File: config.mk
export PLATFORM = sky130hd
export DESIGN_NAME = led_bar_pattern_sequencer
export DESIGN_NICKNAME = d
export VERILOG_FILES = /design/src/rtl/lbps_pkg.sv /design/src/rtl/lbps_ctrl.sv /design/src/rtl/lbps_lane.sv /design/src/rtl/lbps_outbuf.sv /design/src/rtl/led_bar_pattern_sequencer.sv
export VERILOG_INCLUDE_DIRS = /design/src /design/src/rtl
export SDC_FILE = /design/constraint.sdc
export NUM_CORES = 1
export LEC_CHECK = 0
export ABC_AREA = 1
export BUFFER_PORTS_ARGS = -buffer_cell sky130_fd_sc_hd__buf_4
export CAP_MARGIN = 5
export CORE_ASPECT_RATIO = 0.6
export CORE_MARGIN = 4
export CORE_UTILIZATION = 35
export CTS_BUF_LIST = sky130_fd_sc_hd__clkbuf_4 sky130_fd_sc_hd__clkbuf_8 sky130_fd_sc_hd__clkbuf_16
export CTS_CLUSTER_SIZE = 25
export DETAILED_ROUTE_END_ITERATION = 7
export GPL_ROUTABILITY_DRIVEN = 1
export GPL_TIMING_DRIVEN = 1
export HOLD_SLACK_MARGIN = 0.12
export PLACE_DENSITY_LB_ADDON = 0.25
export RECOVER_POWER = 100
export SLEW_MARGIN = 20
export SYNTH_ARGS = -nofsm -noshare
export SYNTH_HDL_FRONTEND = slang
export SYNTH_HIERARCHICAL = 1
export SYNTH_SLANG_ARGS = --single-unit
File: constraint.sdc
create_clock -name clk -period 4.4 [get_ports clk]
set_clock_uncertainty 0.15 [all_clocks]
set_input_delay 0.88 -clock clk [delete_from_list [all_inputs] [get_ports clk]]
set_output_delay 0.88 -clock clk [all_outputs]
set_load 0.02 [all_outputs]
File: src/rtl/led_bar_pattern_sequencer_macros.svh
// Assertion macros shared by the sequencer modules.
`ifndef LED_BAR_PATTERN_SEQUENCER_MACROS_SVH
`define LED_BAR_PATTERN_SEQUENCER_MACROS_SVH

// Same-cycle implication, sampled on clk and disabled while rst_n is low.
`define LBPS_ASSERT_IMPL(label, ante, cons, msg) \
    label: assert property (@(posedge clk) disable iff (!rst_n) (ante) |-> (cons)) \
        else $error(msg);

// Next-cycle implication, sampled on clk and disabled while rst_n is low.
`define LBPS_ASSERT_NEXT(label, ante, cons, msg) \
    label: assert property (@(posedge clk) disable iff (!rst_n) (ante) |=> (cons)) \
        else $error(msg);

`endif

File: src/rtl/lbps_pkg.sv
// Types and constants shared by the LED bar pattern sequencer modules.
package lbps_pkg;

    localparam int unsigned LAMPS = 6;
    localparam int unsigned LAMP_IDX_W = 3;
    localparam int unsigned LEVEL_W = 16;
    localparam int unsigned LAMP_W = 7;
    localparam int unsigned PAT_W = 2;
    localparam int unsigned IN_W = 104;
    localparam int unsigned OUT_W = 104;
    localparam int unsigned BUSY_BIT = LAMPS * LEVEL_W;

    localparam logic [15:0] TICK_MS = 16'd20;

    localparam logic [PAT_W-1:0] PAT_IDLE = 2'd0;
    localparam logic [PAT_W-1:0] PAT_SCAN = 2'd1;
    localparam logic [PAT_W-1:0] PAT_SWEEP = 2'd2;
    localparam logic [PAT_W-1:0] PAT_WIGWAG = 2'd3;

    localparam logic [2:0] MODE_PASS = 3'd0;
    localparam logic [2:0] MODE_CLEAR = 3'd1;
    localparam logic [2:0] MODE_SCAN = 3'd2;
    localparam logic [2:0] MODE_SWEEP = 3'd3;
    localparam logic [2:0] MODE_WIGWAG = 3'd4;

    localparam logic [LAMP_W-1:0] LAMP_FULL = 7'd100;
    localparam logic [15:0] FADE_MUL = 16'd205;

    typedef struct packed {
        logic [2:0] mode;
        logic [LAMP_IDX_W-1:0] scan_lamp;
        logic [LAMP_IDX_W-1:0] sweep_hi;
        logic [LAMP_IDX_W-1:0] sweep_lo;
        logic sweep_lo_ok;
        logic [LAMP_W-1:0] sweep_f5;
        logic wig_left;
    } lbps_ctl_t;

endpackage

File: src/rtl/lbps_ctrl.sv
// Pattern and timer control shared by all lamp lanes.
`include "led_bar_pattern_sequencer_macros.svh"

module lbps_ctrl
    import lbps_pkg::*;
(
    input  logic clk,
    input  logic rst_n,
    input  logic step,
    input  logic [PAT_W-1:0] pattern,
    input  logic [LEVEL_W-1:0] level0,
    input  logic [LEVEL_W-1:0] level1,
    output lbps_ctl_t ctl,
    output logic busy
);

    logic [15:0] elapsed_reg;
    logic [15:0] elapsed_next;
    logic [PAT_W-1:0] cur_reg;
    logic [15:0] e_eff;
    logic clr;
    logic [LEVEL_W-1:0] sweep_src;
    logic [LAMP_W-1:0] sweep_val;
    logic [LAMP_IDX_W-1:0] sweep_p;
    logic [4:0] sweep_f;

    always_comb
    begin
        e_eff = (pattern != cur_reg) ? 16'd0 : elapsed_reg;
        sweep_src = (level0 != '0) ? level0 : level1;
        sweep_val = (sweep_src > 16'd119) ? 7'd119 : sweep_src[LAMP_W-1:0];
        if (sweep_val < 7'd20)
        begin
            sweep_p = 3'd0;
            sweep_f = sweep_val[4:0];
        end
        else if (sweep_val < 7'd40)
        begin
            sweep_p = 3'd1;
            sweep_f = 5'(sweep_val - 7'd20);
        end
        else if (sweep_val < 7'd60)
        begin
            sweep_p = 3'd2;
            sweep_f = 5'(sweep_val - 7'd40);
        end
        else if (sweep_val < 7'd80)
        begin
            sweep_p = 3'd3;
            sweep_f = 5'(sweep_val - 7'd60);
        end
        else if (sweep_val < 7'd100)
        begin
            sweep_p = 3'd4;
            sweep_f = 5'(sweep_val - 7'd80);
        end
        else
        begin
            sweep_p = 3'd5;
            sweep_f = 5'(sweep_val - 7'd100);
        end

        ctl.mode = MODE_PASS;
        ctl.scan_lamp = 3'd0;
        ctl.sweep_hi = 3'd5 - sweep_p;
        ctl.sweep_lo = 3'd4 - sweep_p;
        ctl.sweep_lo_ok = (sweep_p != 3'd5);
        ctl.sweep_f5 = {sweep_f, 2'b00} + {2'b00, sweep_f};
        ctl.wig_left = 1'b0;
        clr = 1'b0;

        case (pattern)
            PAT_IDLE:
            begin
                if (cur_reg != PAT_IDLE)
                begin
                    ctl.mode = MODE_CLEAR;
                    clr = 1'b1;
                end
            end
            PAT_SCAN:
            begin
                ctl.mode = MODE_SCAN;
                clr = !((e_eff < 16'd1000) || ((e_eff >= 16'd1100) && (e_eff < 16'd1200)));
                if (e_eff < 16'd100)
                    ctl.scan_lamp = 3'd0;
                else if (e_eff < 16'd200)
                    ctl.scan_lamp = 3'd1;
                else if (e_eff < 16'd300)
                    ctl.scan_lamp = 3'd2;
                else if (e_eff < 16'd400)
                    ctl.scan_lamp = 3'd3;
                else if (e_eff < 16'd500)
                    ctl.scan_lamp = 3'd4;
                else if (e_eff < 16'd600)
                    ctl.scan_lamp = 3'd5;
                else if (e_eff < 16'd700)
                    ctl.scan_lamp = 3'd4;
                else if (e_eff < 16'd800)
                    ctl.scan_lamp = 3'd3;
                else if (e_eff < 16'd900)
                    ctl.scan_lamp = 3'd2;
                else if (e_eff < 16'd1000)
                    ctl.scan_lamp = 3'd1;
                else
                    ctl.scan_lamp = 3'd0;
            end
            PAT_SWEEP:
            begin
                ctl.mode = MODE_SWEEP;
            end
            PAT_WIGWAG:
            begin
                ctl.mode = MODE_WIGWAG;
                clr = (e_eff >= 16'd400);
                ctl.wig_left = clr || (e_eff < 16'd200);
            end
            default:
            begin
                ctl.mode = MODE_PASS;
            end
        endcase

        elapsed_next = (clr ? 16'd0 : e_eff) + TICK_MS;
        busy = (pattern != PAT_IDLE);
    end

    always_ff @(posedge clk or negedge rst_n)
    begin
        if (!rst_n)
        begin
            elapsed_reg <= '0;
            cur_reg <= PAT_IDLE;
        end
        else if (step)
        begin
            elapsed_reg <= elapsed_next;
            cur_reg <= pattern;
        end
    end

    `LBPS_ASSERT_IMPL(a_scan_timer_bound, cur_reg == PAT_SCAN,
        elapsed_reg < 16'd1200 + TICK_MS, "scanner timer out of range")
    `LBPS_ASSERT_IMPL(a_wigwag_timer_bound, cur_reg == PAT_WIGWAG,
        elapsed_reg < 16'd400 + TICK_MS, "wig-wag timer out of range")
    `LBPS_ASSERT_NEXT(a_change_restarts_timer, step && (pattern != cur_reg),
        elapsed_reg == TICK_MS, "pattern change did not restart the timer")

endmodule

File: src/rtl/lbps_lane.sv
// One lamp lane: stored level and its next value for the current tick.
module lbps_lane
    import lbps_pkg::*;
#(
    parameter int unsigned IDX = 0
)
(
    input  logic clk,
    input  logic rst_n,
    input  logic step,
    input  lbps_ctl_t ctl,
    input  logic [LEVEL_W-1:0] in_level,
    output logic [LEVEL_W-1:0] out_level
);

    localparam logic [LAMP_IDX_W-1:0] MY_IDX = LAMP_IDX_W'(IDX);
    localparam logic [LAMP_IDX_W-1:0] LAST_IDX = LAMP_IDX_W'(LAMPS - 1);

    logic [LAMP_W-1:0] lamp_reg;
    logic [LAMP_W-1:0] lamp_next;
    logic [15:0] fade_prod;

    always_comb
    begin
        fade_prod = {8'b0, lamp_reg, 1'b0} * FADE_MUL;
        case (ctl.mode)
            MODE_PASS:
                lamp_next = lamp_reg;
            MODE_CLEAR:
                lamp_next = '0;
            MODE_SCAN:
                lamp_next = (ctl.scan_lamp == MY_IDX) ? LAMP_FULL : {1'b0, fade_prod[15:10]};
            MODE_SWEEP:
            begin
                if (ctl.sweep_hi == MY_IDX)
                    lamp_next = LAMP_FULL - ctl.sweep_f5;
                else if (ctl.sweep_lo_ok && (ctl.sweep_lo == MY_IDX))
                    lamp_next = ctl.sweep_f5;
                else
                    lamp_next = '0;
            end
            MODE_WIGWAG:
            begin
                if ((MY_IDX == '0) && ctl.wig_left)
                    lamp_next = LAMP_FULL;
                else if ((MY_IDX == LAST_IDX) && !ctl.wig_left)
                    lamp_next = LAMP_FULL;
                else
                    lamp_next = '0;
            end
            default:
                lamp_next = lamp_reg;
        endcase
        out_level = (ctl.mode == MODE_PASS) ? in_level : {{(LEVEL_W - LAMP_W){1'b0}}, lamp_next};
    end

    always_ff @(posedge clk or negedge rst_n)
    begin
        if (!rst_n)
            lamp_reg <= '0;
        else if (step)
            lamp_reg <= lamp_next;
    end

endmodule

File: src/rtl/lbps_outbuf.sv
// Merging stage: packs the lane levels and busy flag into a registered, skid-buffered item.
`include "led_bar_pattern_sequencer_macros.svh"

module lbps_outbuf
    import lbps_pkg::*;
(
    input  logic clk,
    input  logic rst_n,
    input  logic in_fire,
    input  logic [LEVEL_W-1:0] lane_level [LAMPS],
    input  logic busy,
    output logic in_ready,
    output logic m_axis_tvalid,
    input  logic m_axis_tready,
    output logic [OUT_W-1:0] m_axis_tdata
);

    logic [OUT_W-1:0] word;
    logic [OUT_W-1:0] out_data_reg;
    logic [OUT_W-1:0] skid_data_reg;
    logic out_valid_reg;
    logic skid_valid_reg;
    logic out_fire;

    always_comb
    begin
        word = '0;
        for (int i = 0; i < LAMPS; i++)
            word[i*LEVEL_W +: LEVEL_W] = lane_level[i];
        word[BUSY_BIT] = busy;
    end

    assign out_fire = out_valid_reg && m_axis_tready;
    assign in_ready = !skid_valid_reg;
    assign m_axis_tvalid = out_valid_reg;
    assign m_axis_tdata = out_data_reg;

    always_ff @(posedge clk or negedge rst_n)
    begin
        if (!rst_n)
        begin
            out_valid_reg <= 1'b0;
            skid_valid_reg <= 1'b0;
        end
        else if (in_fire)
        begin
            if (!out_valid_reg || out_fire)
                out_valid_reg <= 1'b1;
            else
                skid_valid_reg <= 1'b1;
        end
        else if (out_fire)
        begin
            if (skid_valid_reg)
                skid_valid_reg <= 1'b0;
            else
                out_valid_reg <= 1'b0;
        end
    end

    always_ff @(posedge clk)
    begin
        if (in_fire)
        begin
            if (!out_valid_reg || out_fire)
                out_data_reg <= word;
            else
                skid_data_reg <= word;
        end
        else if (out_fire && skid_valid_reg)
        begin
            out_data_reg <= skid_data_reg;
        end
    end

    `LBPS_ASSERT_IMPL(a_skid_behind_out, skid_valid_reg, out_valid_reg,
        "skid stage holds an item while the output register is empty")
    `LBPS_ASSERT_NEXT(a_stall_fills_skid, in_fire && out_valid_reg && !m_axis_tready,
        skid_valid_reg, "item taken during a stall was not kept in the skid stage")
    `LBPS_ASSERT_NEXT(a_skid_drains, out_fire && skid_valid_reg,
        out_valid_reg && !skid_valid_reg, "skid item was not moved to the output")

endmodule

File: src/rtl/led_bar_pattern_sequencer.sv
// Top level of the six-lamp LED bar pattern sequencer.
// Each input item is one timer tick; it produces exactly one result item. The block takes one
// item per clock cycle while s_axis_tready is high; the pattern logic and all six lamp lanes are
// combinational, and the result is written to the output register, or to the one-item skid stage
// behind it when a result still waits there. The skid stage keeps input accepted for one more item
// while a result waits, so input stalls only when the output register and the skid stage are full.
module led_bar_pattern_sequencer
    import lbps_pkg::*;
(
    input  logic clk,
    input  logic rst_n,
    input  logic s_axis_tvalid,
    output logic s_axis_tready,
    // Fields from bit 0: pattern, in_level0, in_level1, in_level2, in_level3, in_level4, in_level5.
    input  logic [IN_W-1:0] s_axis_tdata,
    output logic m_axis_tvalid,
    input  logic m_axis_tready,
    // Fields from bit 0: out_level0 .. out_level5, busy_res.
    output logic [OUT_W-1:0] m_axis_tdata
);

    logic step;
    logic busy;
    lbps_ctl_t ctl;
    logic [LEVEL_W-1:0] in_level [LAMPS];
    logic [LEVEL_W-1:0] lane_level [LAMPS];

    assign step = s_axis_tvalid && s_axis_tready;

    always_comb
    begin
        for (int i = 0; i < LAMPS; i++)
            in_level[i] = s_axis_tdata[PAT_W + i*LEVEL_W +: LEVEL_W];
    end

    lbps_ctrl u_ctrl (
        .clk     (clk),
        .rst_n   (rst_n),
        .step    (step),
        .pattern (s_axis_tdata[PAT_W-1:0]),
        .level0  (in_level[0]),
        .level1  (in_level[1]),
        .ctl     (ctl),
        .busy    (busy)
    );

    for (genvar g = 0; g < LAMPS; g++)
    begin : g_lane
        lbps_lane #(
            .IDX (g)
        ) u_lane (
            .clk       (clk),
            .rst_n     (rst_n),
            .step      (step),
            .ctl       (ctl),
            .in_level  (in_level[g]),
            .out_level (lane_level[g])
        );
    end

    lbps_outbuf u_outbuf (
        .clk           (clk),
        .rst_n         (rst_n),
        .in_fire       (step),
        .lane_level    (lane_level),
        .busy          (busy),
        .in_ready      (s_axis_tready),
        .m_axis_tvalid (m_axis_tvalid),
        .m_axis_tready (m_axis_tready),
        .m_axis_tdata  (m_axis_tdata)
    );

endmodule
=== Word level (Yosys, flattened, before mapping) ===
Index checks and enable logic that the tools add are counted.

* Bits in registers: 263
* Input bits: 108
* Output and inout bits: 106
* Logic and storage cells: 178

* $add $sub $neg: 10
* $mul: 6
* Magnitude comparators: 19
* Eq/ne operators: 27
* Muxes and demuxes: 72
* Bitwise operators: 1
* Reductions and logical operators: 31

{| class="wikitable"
|+ Operator list
! cell !! number
|-
| 104-bit two-way mux || 3
|-
| 7-bit two-way mux || 21
|-
| 16-bit two-way mux || 9
|-
| 7-bit by 8-bit multiplier with 15-bit output, second input constant || 6
|-
| 7-bit one-hot mux with 3 select lines || 4
|-
| 16-bit by 10-bit < comparator with 1-bit output, second input constant || 5
|-
| 7-bit one-hot mux with 4 select lines || 2
|-
| 16-bit by 9-bit < comparator with 1-bit output, second input constant || 3
|-
| 3-bit two-way mux || 13
|-
| 5-bit two-way mux || 5
|-
| 3-bit by 2-bit == test with 1-bit output, second input constant || 8
|-
| 3-bit == test, second input constant || 7
|-
| 16-bit by 5-bit adder with 16-bit output, second input constant || 1
|-
| 16-bit by 11-bit greater-or-equal comparator with 1-bit output, second input constant || 1
|-
| 16-bit by 9-bit greater-or-equal comparator with 1-bit output, second input constant || 1
|-
| 16-bit by 7-bit greater-than comparator with 1-bit output, second input constant || 1
|-
| 16-bit by 11-bit < comparator with 1-bit output, second input constant || 1
|-
| 16-bit by 7-bit < comparator with 1-bit output, second input constant || 1
|-
| 16-bit by 8-bit < comparator with 1-bit output, second input constant || 1
|-
| 16-bit nonzero test || 1
|-
| 5-bit subtractor, second input constant || 3
|-
| 7-bit by 6-bit < comparator with 1-bit output, second input constant || 2
|-
| 7-bit < comparator, second input constant || 2
|-
| 3-bit by 1-bit == test with 1-bit output, second input constant || 4
|-
| 26 further kinds || 61
|}

=== Depth between registers and ports, before layout ===
* Word-level depth: 20
* Mapped depth: 39
* Depth with buffers taken out: 38

=== Modules after synthesis ===
The synthesis kept the hierarchy.

{| class="wikitable"
|+ By module, submodules not included
! module !! instances !! cells each !! area each (sq um) !! seq. area each (sq um)
|-
| lbps_outbuf || 1 || 530 || 7235.7 || 5875.6
|-
| lbps_ctrl || 1 || 377 || 2368.5 || 400.4
|-
| lbps_lane at g_lane[3].u_lane || 1 || 307 || 1938.1 || 175.2
|-
| lbps_lane at g_lane[5].u_lane || 1 || 311 || 1901.8 || 175.2
|-
| lbps_lane at g_lane[0].u_lane || 1 || 301 || 1893.1 || 175.2
|-
| lbps_lane at g_lane[2].u_lane || 1 || 301 || 1879.3 || 175.2
|-
| lbps_lane at g_lane[1].u_lane || 1 || 306 || 1856.8 || 175.2
|-
| lbps_lane at g_lane[4].u_lane || 1 || 298 || 1835.5 || 175.2
|-
| led_bar_pattern_sequencer || 1 || 2 || 7.5 || 0.0
|}

=== Least setup slack after synthesis ===
No wires, ideal clock.

* Path kind: input-to-reg
* Start: input port s_axis_tdata[2]
* End: register u_outbuf.out_data_reg[70], in the netlist u_outbuf/m_axis_tdata[70] (data pin)
* Library setup time: 0.252 ns
* Data arrival time: 4.794 ns
* Data required time: 3.998 ns
* Setup slack: -0.796 ns
* Cell stages on the path: 29
* Buffers on the path: 1
* Path through: nor2_1 > nand2_1 > nor2_4 > nand3_1 > nand2_2 > nand2_1 > nand2_1 > nand2_2 > buf_6 > nand2_2 > nand2_1 > nand2_1 > nand2_1 > a21oi_2 > xor2_1 > ha_1 > inv_1 > fa_1 > xnor2_1 > inv_1 > nand2_1 > o21ai_0 > nand2_1 > nor3_1 > nand3b_1 > nand3_1 > nand2_1 > nand2_1 > nand2_1

{| class="wikitable"
|+ RTL lines
! element !! line !! RTL
|-
| start: declaration || led_bar_pattern_sequencer.sv:15 || <nowiki>input logic [IN_W-1:0] s_axis_tdata,</nowiki>
|-
| end signal: assignment || lbps_outbuf.sv:66 || <nowiki>out_data_reg <= word;</nowiki>
|-
| end signal: assignment || lbps_outbuf.sv:72 || <nowiki>out_data_reg <= skid_data_reg;</nowiki>
|-
| end: declaration || lbps_outbuf.sv:19 || <nowiki>logic [OUT_W-1:0] out_data_reg;</nowiki>
|}

==> results_dict.tcl <==
set metrics [dict create \
    status "finished with violations" \
    violations "max-capacitance violations, max-slew violations, negative setup slack" \
    die_x_um 324 \
    via_count_of_the_first_global_routing_pass 17163 \
    fraction_of_layout_instances_using_a_drive_strength_above_1_pct 19.6 \
    die_area_mm2 0.0639 \
    syn_area_mm2 0.0209 \
    min_period_over_period_pct 101 \
    relSlewSlack_pct -25.9 \
    ant_nets 0 \
    final_cells 3911 \
    tritoncts_clock_tree "yes" \
    area.growth.synth_to_final_pct 24.3 \
    timing_worst_slew_pin_value_ns 1.89 \
    worstPathArrival_ns 4.65 \
    met1_grt_util_pct 31.7 \
    io_pins 214 \
    first_pass_iters 5 \
    grt_start_max_net_pins 61 \
    report.final.slew_viol_count 61 \
    setup_slack_ns -0.0591 \
    hold_path_class "reg -> reg" \
    groute.usage.overall_pct 19.2 \
    worst-path-buf-inv 7 \
    grt_util_met2_pct 26.4 \
    numClockSinks 254 \
    setup_viol 14 \
    timing.critical_path.required_ns 4.59 \
    holdPathEnd "u_outbuf/m_axis_tdata[93]$_DFFE_PP_" \
    most_repeated_library_cell_on_the_critical_path "nand2_2" \
    path_depth 28 \
    synth.top_cells.by_count "nand2_1, inv_1, ha_1, nor2_1, edfxtp_1" \
    critical_path_class "in -> reg" \
    finalCriticalPeriod_ns 4.46 \
    drv.max_cap_violation_count 1 \
    grt_first_pass_wirelength_mm 97.4 \
    final_cell_area_mm2 0.0260 \
    hold_ws_ns 0.348 \
    netlist.top_cell.by_area "edfxtp_1" \
    ctsHoldBuffers 0 \
    hold_path_depth 2 \
    gp_routability_congestion 0.919 \
    diodes 0 \
    clock_tree.htree_level_count 1 \
    gr-total-overflow 0 \
    worstReg2RegEnd "u_outbuf/m_axis_tdata[65]$_DFFE_PP_" \
    holdCritStartpoint "u_outbuf/skid_data_reg[93]$_DFFE_PP_" \
    total_power_uw 13200 \
    yosys.area.top_type_share_pct 27.9 \
    chipHeight_um 197 \
    initial_standard_cell_utilization_of_the_core_pct 35.4 \
    number_of_flops_mapped_to_enable_cells_by_yosys 194 \
    post_synthesis_cell_type_count 57 \
    nNetsFinal 3486 \
    core_region_area_mm2 0.0591 \
    clock_latency_ns 0.60 \
    grt_antenna_before_repair 0 \
    netlist_instances 2733 \
    final_util_pct 44.0 \
    crit_path_start_kind "primary input" \
    critical_path.slowest_cell "fa_2" \
    synthesis.yosys.warnings 6 \
    dpl-instance-area_mm2 0.0245 \
    ys_top_cells_by_area "edfxtp_1, nand2_1, ha_1" \
    power.ir.vdd_worst_mv 0.401 \
    cts-buffers-inserted 27 \
    grt_busiest_layer "met1" \
    rsz0062_at_grt "true" \
    crit_path_max_incr_delay_ns 0.54 \
    cp-end-kind "register" \
    avgRoutedWirePerCell_um 16.2 \
    hold_viol 0 \
    postRouteWirelength_mm 63.3 \
    synth_async_sr_flop_share_pct 23.6 \
    power_per_cell_area_mw_per_mm2 507 \
    route.vias.total 18632 \
    total_leakage_power_uw 0.0137 \
    clk_pin_slew_ns 0.06 \
    yosys_register_bits 254 \
    regToRegSetupSlack_ns 0.25 \
    ys_seq_area_share_pct 35.0 \
    place_hpwl_mm 48.7 \
    detail_route.drc_violations 0 \
    dp_cells 3829 \
    worst_path_dominant_cell_family "simple AND/OR/NAND/NOR gates" \
    cts.root.buffer_cell "clkbuf_16" \
    cts-root-to-sink-buffers 3 \
    fmax_mhz 224 \
    postSynth.topFlopCell "edfxtp_1" \
    cell_rows 69 \
    grt.met3_usage_pct 3.43 \
    drt-vias-per-instance 4.76 \
    reg2regPathDepth 22 \
    synth.most_common_cell "nand2_1" \
    synth_area_per_cell_um2 7.65 \
    first_iter_violations 1436 \
    numPortBuffers 200 \
    reg2reg_from "g_lane[4].u_lane/lamp_reg[4]$_DFFE_PN0P_" \
    peak_fanout_along_the_critical_path 6 \
]
-- logic make-up after synthesis --
| kind of cell | synth area share (%) |
|---|---|
| AND/OR/NAND/NOR | 30.5 |
| buffers and inverters | 9.82 |
| adder cells (fa/ha/maj) | 17.9 |
| flip-flops | 35.0 |
| AO/OA/AOI/OAI | 5.11 |
| XOR/XNOR | 1.64 |
| other | 0.0179 |
| multiplexers | 0.0479 |
-- cell usage in the layout (no fill, tap or decap), types with 13 or more instances in the layout --
| cell | count |
|---|---|
| nand2_4 | 23 |
| nand3_1 | 147 |
| nand2_1 | 897 |
| nor3_1 | 13 |
| ha_1 | 216 |
| buf_6 | 19 |
| nand2_2 | 69 |
| inv_2 | 21 |
| o21ai_2 | 24 |
| dfrtp_1 | 60 |
| xor2_1 | 24 |
| o21ai_0 | 37 |
| clkbuf_16 | 27 |
| nor2_4 | 15 |
| fa_1 | 48 |
| o21ai_1 | 17 |
| nand4_1 | 34 |
| nor2_2 | 23 |
| clkbuf_1 | 99 |
| a21oi_1 | 40 |
| inv_1 | 426 |
| nand3_2 | 38 |
| nor2_1 | 196 |
| buf_4 | 258 |
| edfxtp_1 | 194 |
-- layout make-up --
class	count	area, um^2
sequential	254	7330
tap	781	977
inverter	461	1760
clock inverter	17	223
timing repair buffer	386	2690
fill	6007	33100
clock buffer	33	727
multi-input combinational	1979	12300
-- where the power goes --
part           internal, uW  leakage [uW]  switching (uW)
logic                  2270        0.0105            4600
registers              3410       0.00265             411
clock network          1430      0.000471            1080
total                  7110        0.0137            6080
-- worst max-delay path by stage --
stage,start,endpoint
3_3_place_gp,s_axis_tdata[17],u_outbuf/m_axis_tdata[22]$_DFFE_PP_
6_report,s_axis_tdata[27],u_outbuf/m_axis_tdata[52]$_DFFE_PP_
5_1_grt,s_axis_tdata[17],u_outbuf/m_axis_tdata[52]$_DFFE_PP_
2_1_floorplan,s_axis_tdata[5],u_outbuf/m_axis_tdata[6]$_DFFE_PP_
4_1_cts,s_axis_tdata[15],u_outbuf/m_axis_tdata[52]$_DFFE_PP_
3_5_place_dp,s_axis_tdata[17],u_outbuf/m_axis_tdata[6]$_DFFE_PP_
-- metal layers --
| metal | share of wire (%) | up-vias |
|---|---|---|
| li1 | - | 9433 |
| met1 | 54 | 8684 |
| met2 | 39 | 471 |
| met3 | 6.6 | 44 |
| met4 | 1.1 | 0 |
| met5 | 0 | - |
-- what timing repair did --
item / 4_1_cts / 5_1_grt
resized for setup: 57 / 132
buffers inserted: 16 / 16
pin swaps: 33 / 132
setup endpoints to repair: 67 / 70
-- worst register-to-register path, cell delays in order, from the launching register on --
cell	delay, ns
dfrtp_1	0.46
ha_1	0.38
inv_1	0.07
fa_1	0.50
inv_1	0.04
ha_1	0.26
inv_1	0.05
fa_1	0.51
inv_1	0.04
ha_1	0.33
nand2_1	0.08
nand2_1	0.06
nand2_1	0.07
nand2_1	0.07
inv_1	0.06
nand2_1	0.08
xor2_2	0.18
nand2_1	0.09
nand3_2	0.07
nand2_1	0.15
nand2_1	0.09
nand2_1	0.07
nand2_1	0.07
-- through the flow --
step	TNS [ns]	setup WS [ns]
floorplan	-3.04	-0.231
global placement	-72.41	-1.02
detailed placement	-73.09	-1.01
CTS	-0.00617	-0.00316
global route	-6.29	-0.281
finish	-0.429	-0.0591
Power figures use the tool's default switching activity.
